$ cat src/rtl/core/cle_pkg.sv
// ----------------------------------------------------------------------------
// cle_pkg
// Shared types and constants for the character LCD command engine.
// ----------------------------------------------------------------------------
package cle_pkg;

  // command codes on the func field
  localparam logic [3:0] FUNC_INIT   = 4'd0;
  localparam logic [3:0] FUNC_PUTC   = 4'd1;
  localparam logic [3:0] FUNC_MOVE   = 4'd2;
  localparam logic [3:0] FUNC_CLEAR  = 4'd3;
  localparam logic [3:0] FUNC_ON     = 4'd4;
  localparam logic [3:0] FUNC_OFF    = 4'd5;
  localparam logic [3:0] FUNC_SHOW   = 4'd6;
  localparam logic [3:0] FUNC_HIDE   = 4'd7;
  localparam logic [3:0] FUNC_GLYPH  = 4'd8;

  // register indexes
  localparam logic REG_COLUMNS = 1'b0;
  localparam logic REG_ROWS    = 1'b1;

  localparam int CFG_DATA_W = 6;

  // controller instruction bytes
  localparam logic [7:0] CMD_CLEAR    = 8'h01;
  localparam logic [7:0] CMD_ENTRY    = 8'h06;
  localparam logic [7:0] CMD_DISP     = 8'h08;
  localparam logic [7:0] CMD_FUNC_SET = 8'h20;
  localparam logic [7:0] FUNC_2LINE   = 8'h08;
  localparam logic [7:0] CMD_CGRAM    = 8'h40;
  localparam logic [7:0] CMD_DDRAM    = 8'h80;

  // display flag bits
  localparam int FLAG_ON     = 2;
  localparam int FLAG_CURSOR = 1;
  localparam int FLAG_BLINK  = 0;

  // waits in microseconds
  localparam logic [12:0] WAIT_NONE  = 13'd0;
  localparam logic [12:0] WAIT_SHORT = 13'd37;
  localparam logic [12:0] WAIT_HOME  = 13'd1520;
  localparam logic [12:0] WAIT_CLEAR = 13'd4000;
  localparam logic [12:0] WAIT_POR   = 13'd4100;
  localparam logic [12:0] WAIT_POR2  = 13'd100;

  localparam logic [3:0] NIB_WAKE  = 4'h3;
  localparam logic [3:0] NIB_4BIT  = 4'h2;
  localparam logic [3:0] WAKE_NIBS = 4'd5;

  localparam int QUEUE_DEPTH = 4;
  localparam int QUEUE_AW    = 2;

  typedef struct packed {
    logic [3:0] func;
    logic [7:0] char_code;
    logic [5:0] col;
    logic [1:0] row;
    logic       blink;
    logic [2:0] glyph_id;
    logic [2:0] glyph_line;
    logic [7:0] glyph_bits;
  } cmd_t;

  typedef struct packed {
    logic        rs;
    logic [3:0]  nibble;
    logic [12:0] wait_us;
    logic        last;
  } nib_t;

  typedef struct packed {
    logic       rs;
    logic [7:0] value;
  } lcd_byte_t;

  // one classified command: optional wake-up prefix plus one to four bytes
  typedef struct packed {
    logic                  wake;
    logic [1:0]            n_m1;
    lcd_byte_t [3:0]       bytes;
  } job_t;

  function automatic logic [6:0] row_offset(input logic [1:0] r);
    logic [6:0] o;
    case (r)
      2'd0:    o = 7'h00;
      2'd1:    o = 7'h40;
      2'd2:    o = 7'h14;
      2'd3:    o = 7'h54;
      default: o = 7'h00;
    endcase
    return o;
  endfunction

  function automatic logic [7:0] ddram_cmd(input logic [5:0] c, input logic [1:0] r);
    logic [6:0] a;
    a = {1'b0, c} + row_offset(r);
    return CMD_DDRAM | {1'b0, a};
  endfunction

endpackage

$ cat src/rtl/core/cle_front.sv
// ----------------------------------------------------------------------------
// cle_front
// Accepts command words, tracks cursor and display flags, builds byte jobs.
// ----------------------------------------------------------------------------
module cle_front #(
  parameter int MAX_ROWS    = 4,
  parameter int MAX_COLUMNS = 40
) (
  input  logic                          clk,
  input  logic                          rst,
  input  logic                          cfg_we,
  input  logic                          cfg_index,
  input  logic [cle_pkg::CFG_DATA_W-1:0] cfg_data,
  input  logic                          cmd_valid,
  output logic                          cmd_stall,
  input  cle_pkg::cmd_t                 cmd_word,
  input  logic                          q_full,
  output logic                          push,
  output cle_pkg::job_t                 push_job
);

  localparam int CLAMP_COLS = (MAX_COLUMNS > 63) ? 63 : MAX_COLUMNS;

  logic [5:0] columns;
  logic [2:0] rows;
  logic [1:0] cursor_row, cursor_row_next;
  logic [5:0] cursor_col, cursor_col_next;
  logic [2:0] flags, flags_next;

  logic [5:0] eff_cols;
  logic [2:0] eff_rows;
  logic [6:0] col_inc;
  logic [2:0] row_inc;
  logic [1:0] wrap_row;
  logic       known;
  logic       accept;

  assign cmd_stall = q_full;
  assign accept    = cmd_valid && !cmd_stall;

  always_comb begin
    if (columns == 6'd0) begin
      eff_cols = 6'd1;
    end else if (columns > 6'(CLAMP_COLS)) begin
      eff_cols = 6'(CLAMP_COLS);
    end else begin
      eff_cols = columns;
    end
    if (rows == 3'd0) begin
      eff_rows = 3'd1;
    end else if (rows > 3'(MAX_ROWS)) begin
      eff_rows = 3'(MAX_ROWS);
    end else begin
      eff_rows = rows;
    end
    col_inc  = {1'b0, cursor_col} + 7'd1;
    row_inc  = {1'b0, cursor_row} + 3'd1;
    wrap_row = (row_inc >= eff_rows) ? 2'd0 : row_inc[1:0];
  end

  always_comb begin
    cursor_row_next = cursor_row;
    cursor_col_next = cursor_col;
    flags_next      = flags;
    known           = 1'b1;
    push_job        = '0;
    case (cmd_word.func)
      cle_pkg::FUNC_INIT: begin
        push_job.wake     = 1'b1;
        push_job.n_m1     = 2'd3;
        push_job.bytes[0] = {1'b0, cle_pkg::CMD_FUNC_SET |
                             ((eff_rows > 3'd1) ? cle_pkg::FUNC_2LINE : 8'h00)};
        push_job.bytes[1] = {1'b0, cle_pkg::CMD_DISP | {5'd0, flags}};
        push_job.bytes[2] = {1'b0, cle_pkg::CMD_ENTRY};
        push_job.bytes[3] = {1'b0, cle_pkg::CMD_CLEAR};
        cursor_row_next   = 2'd0;
        cursor_col_next   = 6'd0;
      end
      cle_pkg::FUNC_PUTC: begin
        push_job.bytes[0] = {1'b1, cmd_word.char_code};
        if (col_inc >= {1'b0, eff_cols}) begin
          // past the last column: next row, rewrite the address
          push_job.n_m1     = 2'd1;
          push_job.bytes[1] = {1'b0, cle_pkg::ddram_cmd(6'd0, wrap_row)};
          cursor_col_next   = 6'd0;
          cursor_row_next   = wrap_row;
        end else begin
          cursor_col_next = col_inc[5:0];
        end
      end
      cle_pkg::FUNC_MOVE: begin
        push_job.bytes[0] = {1'b0, cle_pkg::ddram_cmd(cmd_word.col, cmd_word.row)};
        cursor_col_next   = cmd_word.col;
        cursor_row_next   = cmd_word.row;
      end
      cle_pkg::FUNC_CLEAR: begin
        push_job.bytes[0] = {1'b0, cle_pkg::CMD_CLEAR};
        cursor_row_next   = 2'd0;
        cursor_col_next   = 6'd0;
      end
      cle_pkg::FUNC_ON, cle_pkg::FUNC_OFF, cle_pkg::FUNC_SHOW, cle_pkg::FUNC_HIDE: begin
        if (cmd_word.func == cle_pkg::FUNC_ON) begin
          flags_next[cle_pkg::FLAG_ON] = 1'b1;
        end else if (cmd_word.func == cle_pkg::FUNC_OFF) begin
          flags_next[cle_pkg::FLAG_ON] = 1'b0;
        end else if (cmd_word.func == cle_pkg::FUNC_SHOW) begin
          flags_next[cle_pkg::FLAG_CURSOR] = 1'b1;
          flags_next[cle_pkg::FLAG_BLINK]  = flags[cle_pkg::FLAG_BLINK] | cmd_word.blink;
        end else begin
          flags_next[cle_pkg::FLAG_CURSOR] = 1'b0;
          flags_next[cle_pkg::FLAG_BLINK]  = 1'b0;
        end
        push_job.bytes[0] = {1'b0, cle_pkg::CMD_DISP | {5'd0, flags_next}};
      end
      cle_pkg::FUNC_GLYPH: begin
        push_job.bytes[0] = {1'b0, cle_pkg::CMD_CGRAM |
                             {2'b00, cmd_word.glyph_id, cmd_word.glyph_line}};
        push_job.bytes[1] = {1'b1, cmd_word.glyph_bits};
        push_job.bytes[2] = {1'b0, cle_pkg::ddram_cmd(cursor_col, cursor_row)};
        push_job.n_m1     = (cmd_word.glyph_line == 3'd7) ? 2'd2 : 2'd1;
      end
      default: begin
        known = 1'b0;
      end
    endcase
  end

  assign push = accept && known;

  always_ff @(posedge clk) begin
    if (rst) begin
      columns    <= 6'd8;
      rows       <= 3'd2;
      cursor_row <= 2'd0;
      cursor_col <= 6'd0;
      flags      <= 3'd0;
    end else begin
      if (cfg_we) begin
        case (cfg_index)
          cle_pkg::REG_COLUMNS: columns <= cfg_data;
          cle_pkg::REG_ROWS:    rows    <= cfg_data[2:0];
          default: ;
        endcase
      end
      if (accept) begin
        cursor_row <= cursor_row_next;
        cursor_col <= cursor_col_next;
        flags      <= flags_next;
      end
    end
  end

endmodule

$ cat src/rtl/core/cle_queue.sv
// ----------------------------------------------------------------------------
// cle_queue
// Small job queue between the front and the nibble sequencer.
// ----------------------------------------------------------------------------
module cle_queue (
  input  logic          clk,
  input  logic          rst,
  input  logic          push,
  input  cle_pkg::job_t push_job,
  output logic          full,
  input  logic          pop,
  output logic          valid,
  output cle_pkg::job_t head
);

  cle_pkg::job_t slots [cle_pkg::QUEUE_DEPTH];
  logic [cle_pkg::QUEUE_AW-1:0] wr_ptr, rd_ptr;
  logic [cle_pkg::QUEUE_AW:0]   count;

  assign full  = (count == (cle_pkg::QUEUE_AW+1)'(cle_pkg::QUEUE_DEPTH));
  assign valid = (count != '0);
  assign head  = slots[rd_ptr];

  always_ff @(posedge clk) begin
    if (push) begin
      slots[wr_ptr] <= push_job;
    end
  end

  always_ff @(posedge clk) begin
    if (rst) begin
      wr_ptr <= '0;
      rd_ptr <= '0;
      count  <= '0;
    end else begin
      if (push) begin
        wr_ptr <= wr_ptr + 1'b1;
      end
      if (pop) begin
        rd_ptr <= rd_ptr + 1'b1;
      end
      case ({push, pop})
        2'b10:   count <= count + 1'b1;
        2'b01:   count <= count - 1'b1;
        default: count <= count;
      endcase
    end
  end

endmodule

$ cat src/rtl/core/cle_back.sv
// ----------------------------------------------------------------------------
// cle_back
// Walks the head job one nibble per cycle into the output register while the bus does not stall.
// ----------------------------------------------------------------------------
module cle_back (
  input  logic          clk,
  input  logic          rst,
  input  logic          q_valid,
  input  cle_pkg::job_t head,
  output logic          pop,
  output logic          bus_valid,
  input  logic          bus_stall,
  output cle_pkg::nib_t bus_word
);

  logic [3:0]        step;
  logic [3:0]        k;
  logic              in_wake;
  logic              emit;
  cle_pkg::lcd_byte_t cur;
  cle_pkg::nib_t     nib;

  always_comb begin
    in_wake = head.wake && (step < cle_pkg::WAKE_NIBS);
    k       = head.wake ? (step - cle_pkg::WAKE_NIBS) : step;
    cur     = head.bytes[k[2:1]];
    nib     = '0;
    if (in_wake) begin
      nib.rs     = 1'b0;
      nib.nibble = (step == 4'd4) ? cle_pkg::NIB_4BIT : cle_pkg::NIB_WAKE;
      case (step)
        4'd0, 4'd1: nib.wait_us = cle_pkg::WAIT_POR;
        4'd2:       nib.wait_us = cle_pkg::WAIT_POR2;
        default:    nib.wait_us = cle_pkg::WAIT_NONE;
      endcase
    end else begin
      nib.rs = cur.rs;
      if (!k[0]) begin
        nib.nibble  = cur.value[7:4];
        nib.wait_us = cle_pkg::WAIT_NONE;
      end else begin
        nib.nibble = cur.value[3:0];
        if (!cur.rs && cur.value == cle_pkg::CMD_CLEAR) begin
          nib.wait_us = cle_pkg::WAIT_CLEAR;
        end else if (!cur.rs && cur.value[7:1] == 7'h01) begin
          nib.wait_us = cle_pkg::WAIT_HOME;
        end else begin
          nib.wait_us = cle_pkg::WAIT_SHORT;
        end
        nib.last = (k[2:1] == head.n_m1);
      end
    end
  end

  assign emit = q_valid && (!bus_valid || !bus_stall);
  assign pop  = emit && nib.last;

  always_ff @(posedge clk) begin
    if (rst) begin
      step      <= 4'd0;
      bus_valid <= 1'b0;
    end else begin
      if (emit) begin
        step      <= nib.last ? 4'd0 : step + 4'd1;
        bus_valid <= 1'b1;
      end else if (!bus_stall) begin
        bus_valid <= 1'b0;
      end
    end
  end

  always_ff @(posedge clk) begin
    if (emit) begin
      bus_word <= nib;
    end
  end

endmodule

$ cat src/rtl/core/char_lcd_command_engine.sv
// ----------------------------------------------------------------------------
// char_lcd_command_engine
// Character LCD command engine for a 4-bit bus: commands in, nibbles out.
// ----------------------------------------------------------------------------
// Each command word (init, put char, move cursor, clear, display on/off,
// show/hide cursor, glyph line) is taken by the front, which updates the
// cursor and display flags and queues a job of one to four bytes (init
// adds a five-nibble wake-up prefix). The back emits one nibble per cycle
// while the bus does not stall, high nibble first, each with RS, its
// following wait in us and a last mark on the final nibble of the command.
// A command therefore costs two nibbles per byte on the nibble port: 2 for
// most commands, 4 for a wrapping put char or glyph line, 6 for glyph line
// 7 and 13 for init. The nibble port is the limit; a four-entry job queue
// lets new commands come in while earlier ones are still going out, and
// the command side only stalls when that queue is full. Unknown func codes
// are taken and dropped. Registers: index 0 columns (reset 8), index 1
// rows (reset 2); write only while idle.
// ----------------------------------------------------------------------------
module char_lcd_command_engine #(
  parameter int MAX_ROWS    = 4,
  parameter int MAX_COLUMNS = 40
) (
  input  logic                           clk,
  input  logic                           rst,
  input  logic                           cfg_we,
  input  logic                           cfg_index,
  input  logic [cle_pkg::CFG_DATA_W-1:0] cfg_data,
  input  logic                           cmd_valid,
  output logic                           cmd_stall,
  input  cle_pkg::cmd_t                  cmd_word,
  output logic                           bus_valid,
  input  logic                           bus_stall,
  output cle_pkg::nib_t                  bus_word
);

  logic          q_full;
  logic          q_valid;
  logic          push;
  logic          pop;
  cle_pkg::job_t push_job;
  cle_pkg::job_t head;

  // front: classify the word, keep cursor/flags, build the byte job
  cle_front #(
    .MAX_ROWS    (MAX_ROWS),
    .MAX_COLUMNS (MAX_COLUMNS)
  ) u_front (
    .clk       (clk),
    .rst       (rst),
    .cfg_we    (cfg_we),
    .cfg_index (cfg_index),
    .cfg_data  (cfg_data),
    .cmd_valid (cmd_valid),
    .cmd_stall (cmd_stall),
    .cmd_word  (cmd_word),
    .q_full    (q_full),
    .push      (push),
    .push_job  (push_job)
  );

  // decoupling queue
  cle_queue u_queue (
    .clk      (clk),
    .rst      (rst),
    .push     (push),
    .push_job (push_job),
    .full     (q_full),
    .pop      (pop),
    .valid    (q_valid),
    .head     (head)
  );

  // back: nibble sequencer with registered output
  cle_back u_back (
    .clk       (clk),
    .rst       (rst),
    .q_valid   (q_valid),
    .head      (head),
    .pop       (pop),
    .bus_valid (bus_valid),
    .bus_stall (bus_stall),
    .bus_word  (bus_word)
  );

`ifndef SYNTHESIS
  // data nibbles never carry the long instruction waits
  a_data_wait: assert property (@(posedge clk) disable iff (rst)
    bus_valid && bus_word.rs |-> bus_word.wait_us == cle_pkg::WAIT_NONE ||
                                 bus_word.wait_us == cle_pkg::WAIT_SHORT)
    else $error("data nibble with instruction wait");

  // a new nibble only shows up when a job was queued
  a_nib_from_job: assert property (@(posedge clk) disable iff (rst)
    $rose(bus_valid) |-> $past(q_valid))
    else $error("nibble without queued job");

  // every accepted known command leaves work in the queue
  a_cmd_queued: assert property (@(posedge clk) disable iff (rst)
    cmd_valid && !cmd_stall && cmd_word.func <= cle_pkg::FUNC_GLYPH |=> q_valid)
    else $error("accepted command not queued");
`endif

endmodule
$ cat config.mk
export PLATFORM = sky130hd
export DESIGN_NAME = char_lcd_command_engine
export DESIGN_NICKNAME = d
export VERILOG_FILES = /design/src/rtl/core/cle_pkg.sv /design/src/rtl/core/cle_front.sv /design/src/rtl/core/cle_queue.sv /design/src/rtl/core/cle_back.sv /design/src/rtl/core/char_lcd_command_engine.sv
export SDC_FILE = /design/constraint.sdc
export NUM_CORES = 1
export LEC_CHECK = 0
export BUFFER_PORTS_ARGS = -buffer_cell sky130_fd_sc_hd__buf_4
export CORE_UTILIZATION = 40
export CTS_CLUSTER_DIAMETER = 30
export DETAILED_ROUTE_END_ITERATION = 10
export GPL_TIMING_DRIVEN = 0
export PLACE_DENSITY_LB_ADDON = 0.08
export SLEW_MARGIN = 20
export SYNTH_ARGS = -nofsm -noshare
export SYNTH_HDL_FRONTEND = slang
export SYNTH_SLANG_ARGS = --single-unit
$ cat constraint.sdc
create_clock -name clk -period 6.7 [get_ports clk]
set_input_delay 1.675 -clock clk [delete_from_list [all_inputs] [get_ports clk]]
set_output_delay 1.675 -clock clk [all_outputs]
set_load 0.02 [all_outputs]
==> results.json <==
{
  "antenna_found_initial": 0,
  "overflow": 0,
  "clock_tree.buffer_depth": 2,
  "rrSetupSlack_ps": 3020,
  "p_clk_share_pct": 39.4,
  "start_kind": "input pin",
  "yosys_warnings": 0,
  "fin_util_pct": 48.7,
  "cts.sinks": 160,
  "synth_compound_area_share_pct": 10.1,
  "numCtsBuffers": 17,
  "p_sw_share_pct": 26.1,
  "crit_fanout": 10,
  "min_period_ps": 3950,
  "setup_viol": 0,
  "ys_seq_elements": 160,
  "dr.pass1.iters": 5,
  "ys_top_cells_by_area": "edfxtp_1 49%, dfxtp_1 8.9%, mux4_2 7.3%",
  "syn_area_per_cell_um2": 13.2,
  "insertedDiodeCount": 0,
  "netlist_instances": 580,
  "async_reset_ff_share_pct": 0,
  "htreeDepth": 4,
  "final-instance-count-excl-fill": 914,
  "final_max_slew_viol_count": 0,
  "final_antenna_net_count": 0,
  "tightest_slew_ps": 1050,
  "num-nets-final": 744,
  "ys_seq_area_share_pct": 58.1,
  "hold_class": "reg -> reg",
  "clock.fmax_ghz": 0.253,
  "yosys.area_share.xor_xnor_pct": 2.04,
  "clk_latency_ps": 430,
  "synth_area_mm2": 0.00768,
  "p_comb_share_pct": 13.1,
  "synth-simple-area-share_pct": 10.4,
  "crit_type": "in -> reg",
  "period_share_pct": 58.9,
  "p_sw_mw": 0.625,
  "synth.most_common_cell": "edfxtp_1",
  "synth-edff-count": 126,
  "routed_wl_mm": 18.0,
  "relSlewSlack_pct": 29.4,
  "clk_pin_slew_ps": 70,
  "cts_setup_buffers": 0,
  "num_vias": 5102,
  "initial_core_util_pct": 40.9,
  "area_growth_pct": 18.9,
  "crit_end": "u_queue.count[2]$_SDFFE_PP0P_",
  "grt_pass1_vias": 5138,
  "cp-end-kind": "flip-flop",
  "synth_cell_type_count": 64,
  "place_inst": 882,
  "synth_mux_area_share_pct": 11.0,
  "max-vdd-ir-drop_uv": 168,
  "gp_congestion": 0.891,
  "synth_top_cell_area_share_pct": 49.2,
  "yosys_most_used_dff": "edfxtp_1",
  "grt_usage_pct": 19.3,
  "cp.required_ps": 7050,
  "internal_power_mw": 1.77,
  "fin_worst_skew_ps": 14.7,
  "yosys-top-cells-count": "126 x edfxtp_1, 47 x nor2_1, 38 x a21oi_1",
  "r2r_end": "u_queue.count[2]$_SDFFE_PP0P_",
  "grt_pass1_wl_mm": 28.1,
  "tns_ps": 0,
  "r2r_cells": 12,
  "rsz0062_at_grt": "no",
  "power.density_mw_per_mm2": 262,
  "power.sequential.fraction_pct": 47.5,
  "first_iter_violations": 232,
  "critPathLaunch": "cmd_word[34]",
  "die_w_um": 141,
  "drive_gt1_share_pct": 22.6,
  "io_buffers": 62,
  "p_leak_nw": 3.27,
  "dp_hpwl_mm": 13.3,
  "cts_tree": "done",
  "synth_fa_ha_area_share_pct": 4.98,
  "outcome": "complete, no violations",
  "vias_per_cell": 5.58,
  "yosys.area.top_type": "edfxtp_1",
  "cts_root_buf": "clkbuf_16",
  "hold_viol_final": 0,
  "grt_max_degree": 25,
  "synth_top_family_by_area": "multiplexers",
  "die_y_um": 141,
  "maxCapViolations": 0,
  "core_mm2": 0.0188,
  "power_mw": 2.39,
  "io_pins": 68,
  "rows": 50,
  "post_cts_resized": 0,
  "die_area_mm2": 0.0198,
  "crit_arrival_ps": 4300,
  "hold_buffers": 0,
  "drt-wirelength-per-cell_um": 19.7,
  "remaining_drc_errors": 0
}
-- power groups by stage --
stage	Combinational, mW	Clock (mW)	Sequential, mW
after floorplan	0.188	0	1.17
after global placement	0.303	0	1.16
after detailed placement	0.312	0	1.16
after CTS	0.313	0.954	1.14
after global routing	0.341	0.992	1.14
final	0.312	0.942	1.14
-- worst max-delay path, cell delays in order --
cell      delay, ps
clkbuf_1        370
buf_1           460
a21oi_1         320
inv_1           130
ha_1            200
inv_1            70
fa_1            430
xor2_1          160
or3_1           310
a21oi_1         160
-- cells in the final DEF (no fill, tap or decap), types with 7 or more instances in the layout --
| cell | count |
|---|---|
| mux2i_1 | 10 |
| o21ai_0 | 17 |
| a21oi_1 | 38 |
| a211oi_1 | 9 |
| clkbuf_1 | 18 |
| nor2_1 | 47 |
| clkbuf_16 | 17 |
| a32oi_1 | 9 |
| a21o_1 | 12 |
| buf_4 | 68 |
| and3_1 | 7 |
| nand2_1 | 27 |
| xnor2_1 | 9 |
| ha_1 | 29 |
| nand3_1 | 20 |
| mux4_2 | 25 |
| inv_1 | 25 |
| dfxtp_1 | 34 |
| edfxtp_1 | 126 |
| nor3_1 | 9 |
-- layer usage --
metal	up-vias	part of all wire, %	global-route usage, %
met1	2524	44	24.0
met4	0	2.4	8.35
met5	-	0	0
met3	22	4.4	3.23
met2	153	49	33.2
li1	2403	-	-
-- flip-flops by register name, indices dropped and copies added (netlist names), named ones only --
name and count:
u_queue.slots 112, u_back.bus_word 14, u_front.columns 6, u_front.cursor_col 6
u_back.step 4, u_front.flags 3, u_front.rows 3, u_queue.count 3
u_front.cursor_row 2, u_queue.rd_ptr 2, u_queue.wr_ptr 2, u_back.bus_valid 1
-- logic make-up (layout without fill, tap and decap cells) --
kind of cell | count (synthesis) | in the layout
DFF | 160 | 160
and+or+nand+nor | 155 | 155
AOI/OAI and AO/OA | 117 | 117
buffers and inverters | 57 | 156
muxes | 44 | 44
adders and majority gates | 30 | 30
xor gates and xnor gates | 16 | 16
other | 1 | 2
-- how the worst min path moves through the flow --
stage               slack [ps]  depth (start not counted)                    startpoint                            to
floorplan                  440                          2  u_front.rows[0]$_SDFFE_PP0P_  u_front.rows[0]$_SDFFE_PP0P_
global placement           450                          2  u_front.rows[0]$_SDFFE_PP0P_  u_front.rows[0]$_SDFFE_PP0P_
detailed placement         450                          2  u_front.rows[0]$_SDFFE_PP0P_  u_front.rows[0]$_SDFFE_PP0P_
CTS                        460                          2  u_front.rows[0]$_SDFFE_PP0P_  u_front.rows[0]$_SDFFE_PP0P_
global route               500                          2  u_front.rows[0]$_SDFFE_PP0P_  u_front.rows[0]$_SDFFE_PP0P_
finish                     460                          2  u_front.rows[0]$_SDFFE_PP0P_  u_front.rows[0]$_SDFFE_PP0P_
-- metrics by stage --
stage | hold WS (ps) | worst slack [ps] | cell area, um2
global route | 496 | 2600 | 9130
CTS | 462 | 2780 | 9130
finish | 460 | 2750 | 9130
floorplan | 436 | 2890 | 7690
detailed placement | 453 | 2350 | 8550
global placement | 449 | 1980 | 8450
-- layout make-up --
class                   count  area [um2]
plain buffers              31         156
inverters                  26        97.6
flip-flops and latches    160        4460
clock inverters            15         150
clock buffers              17         425
fillers                  1670        9630
repair buffers             67         553
multi-input cells         364        2990
well taps                 234         293
Note: power is estimated with default switching activity, not from simulation.
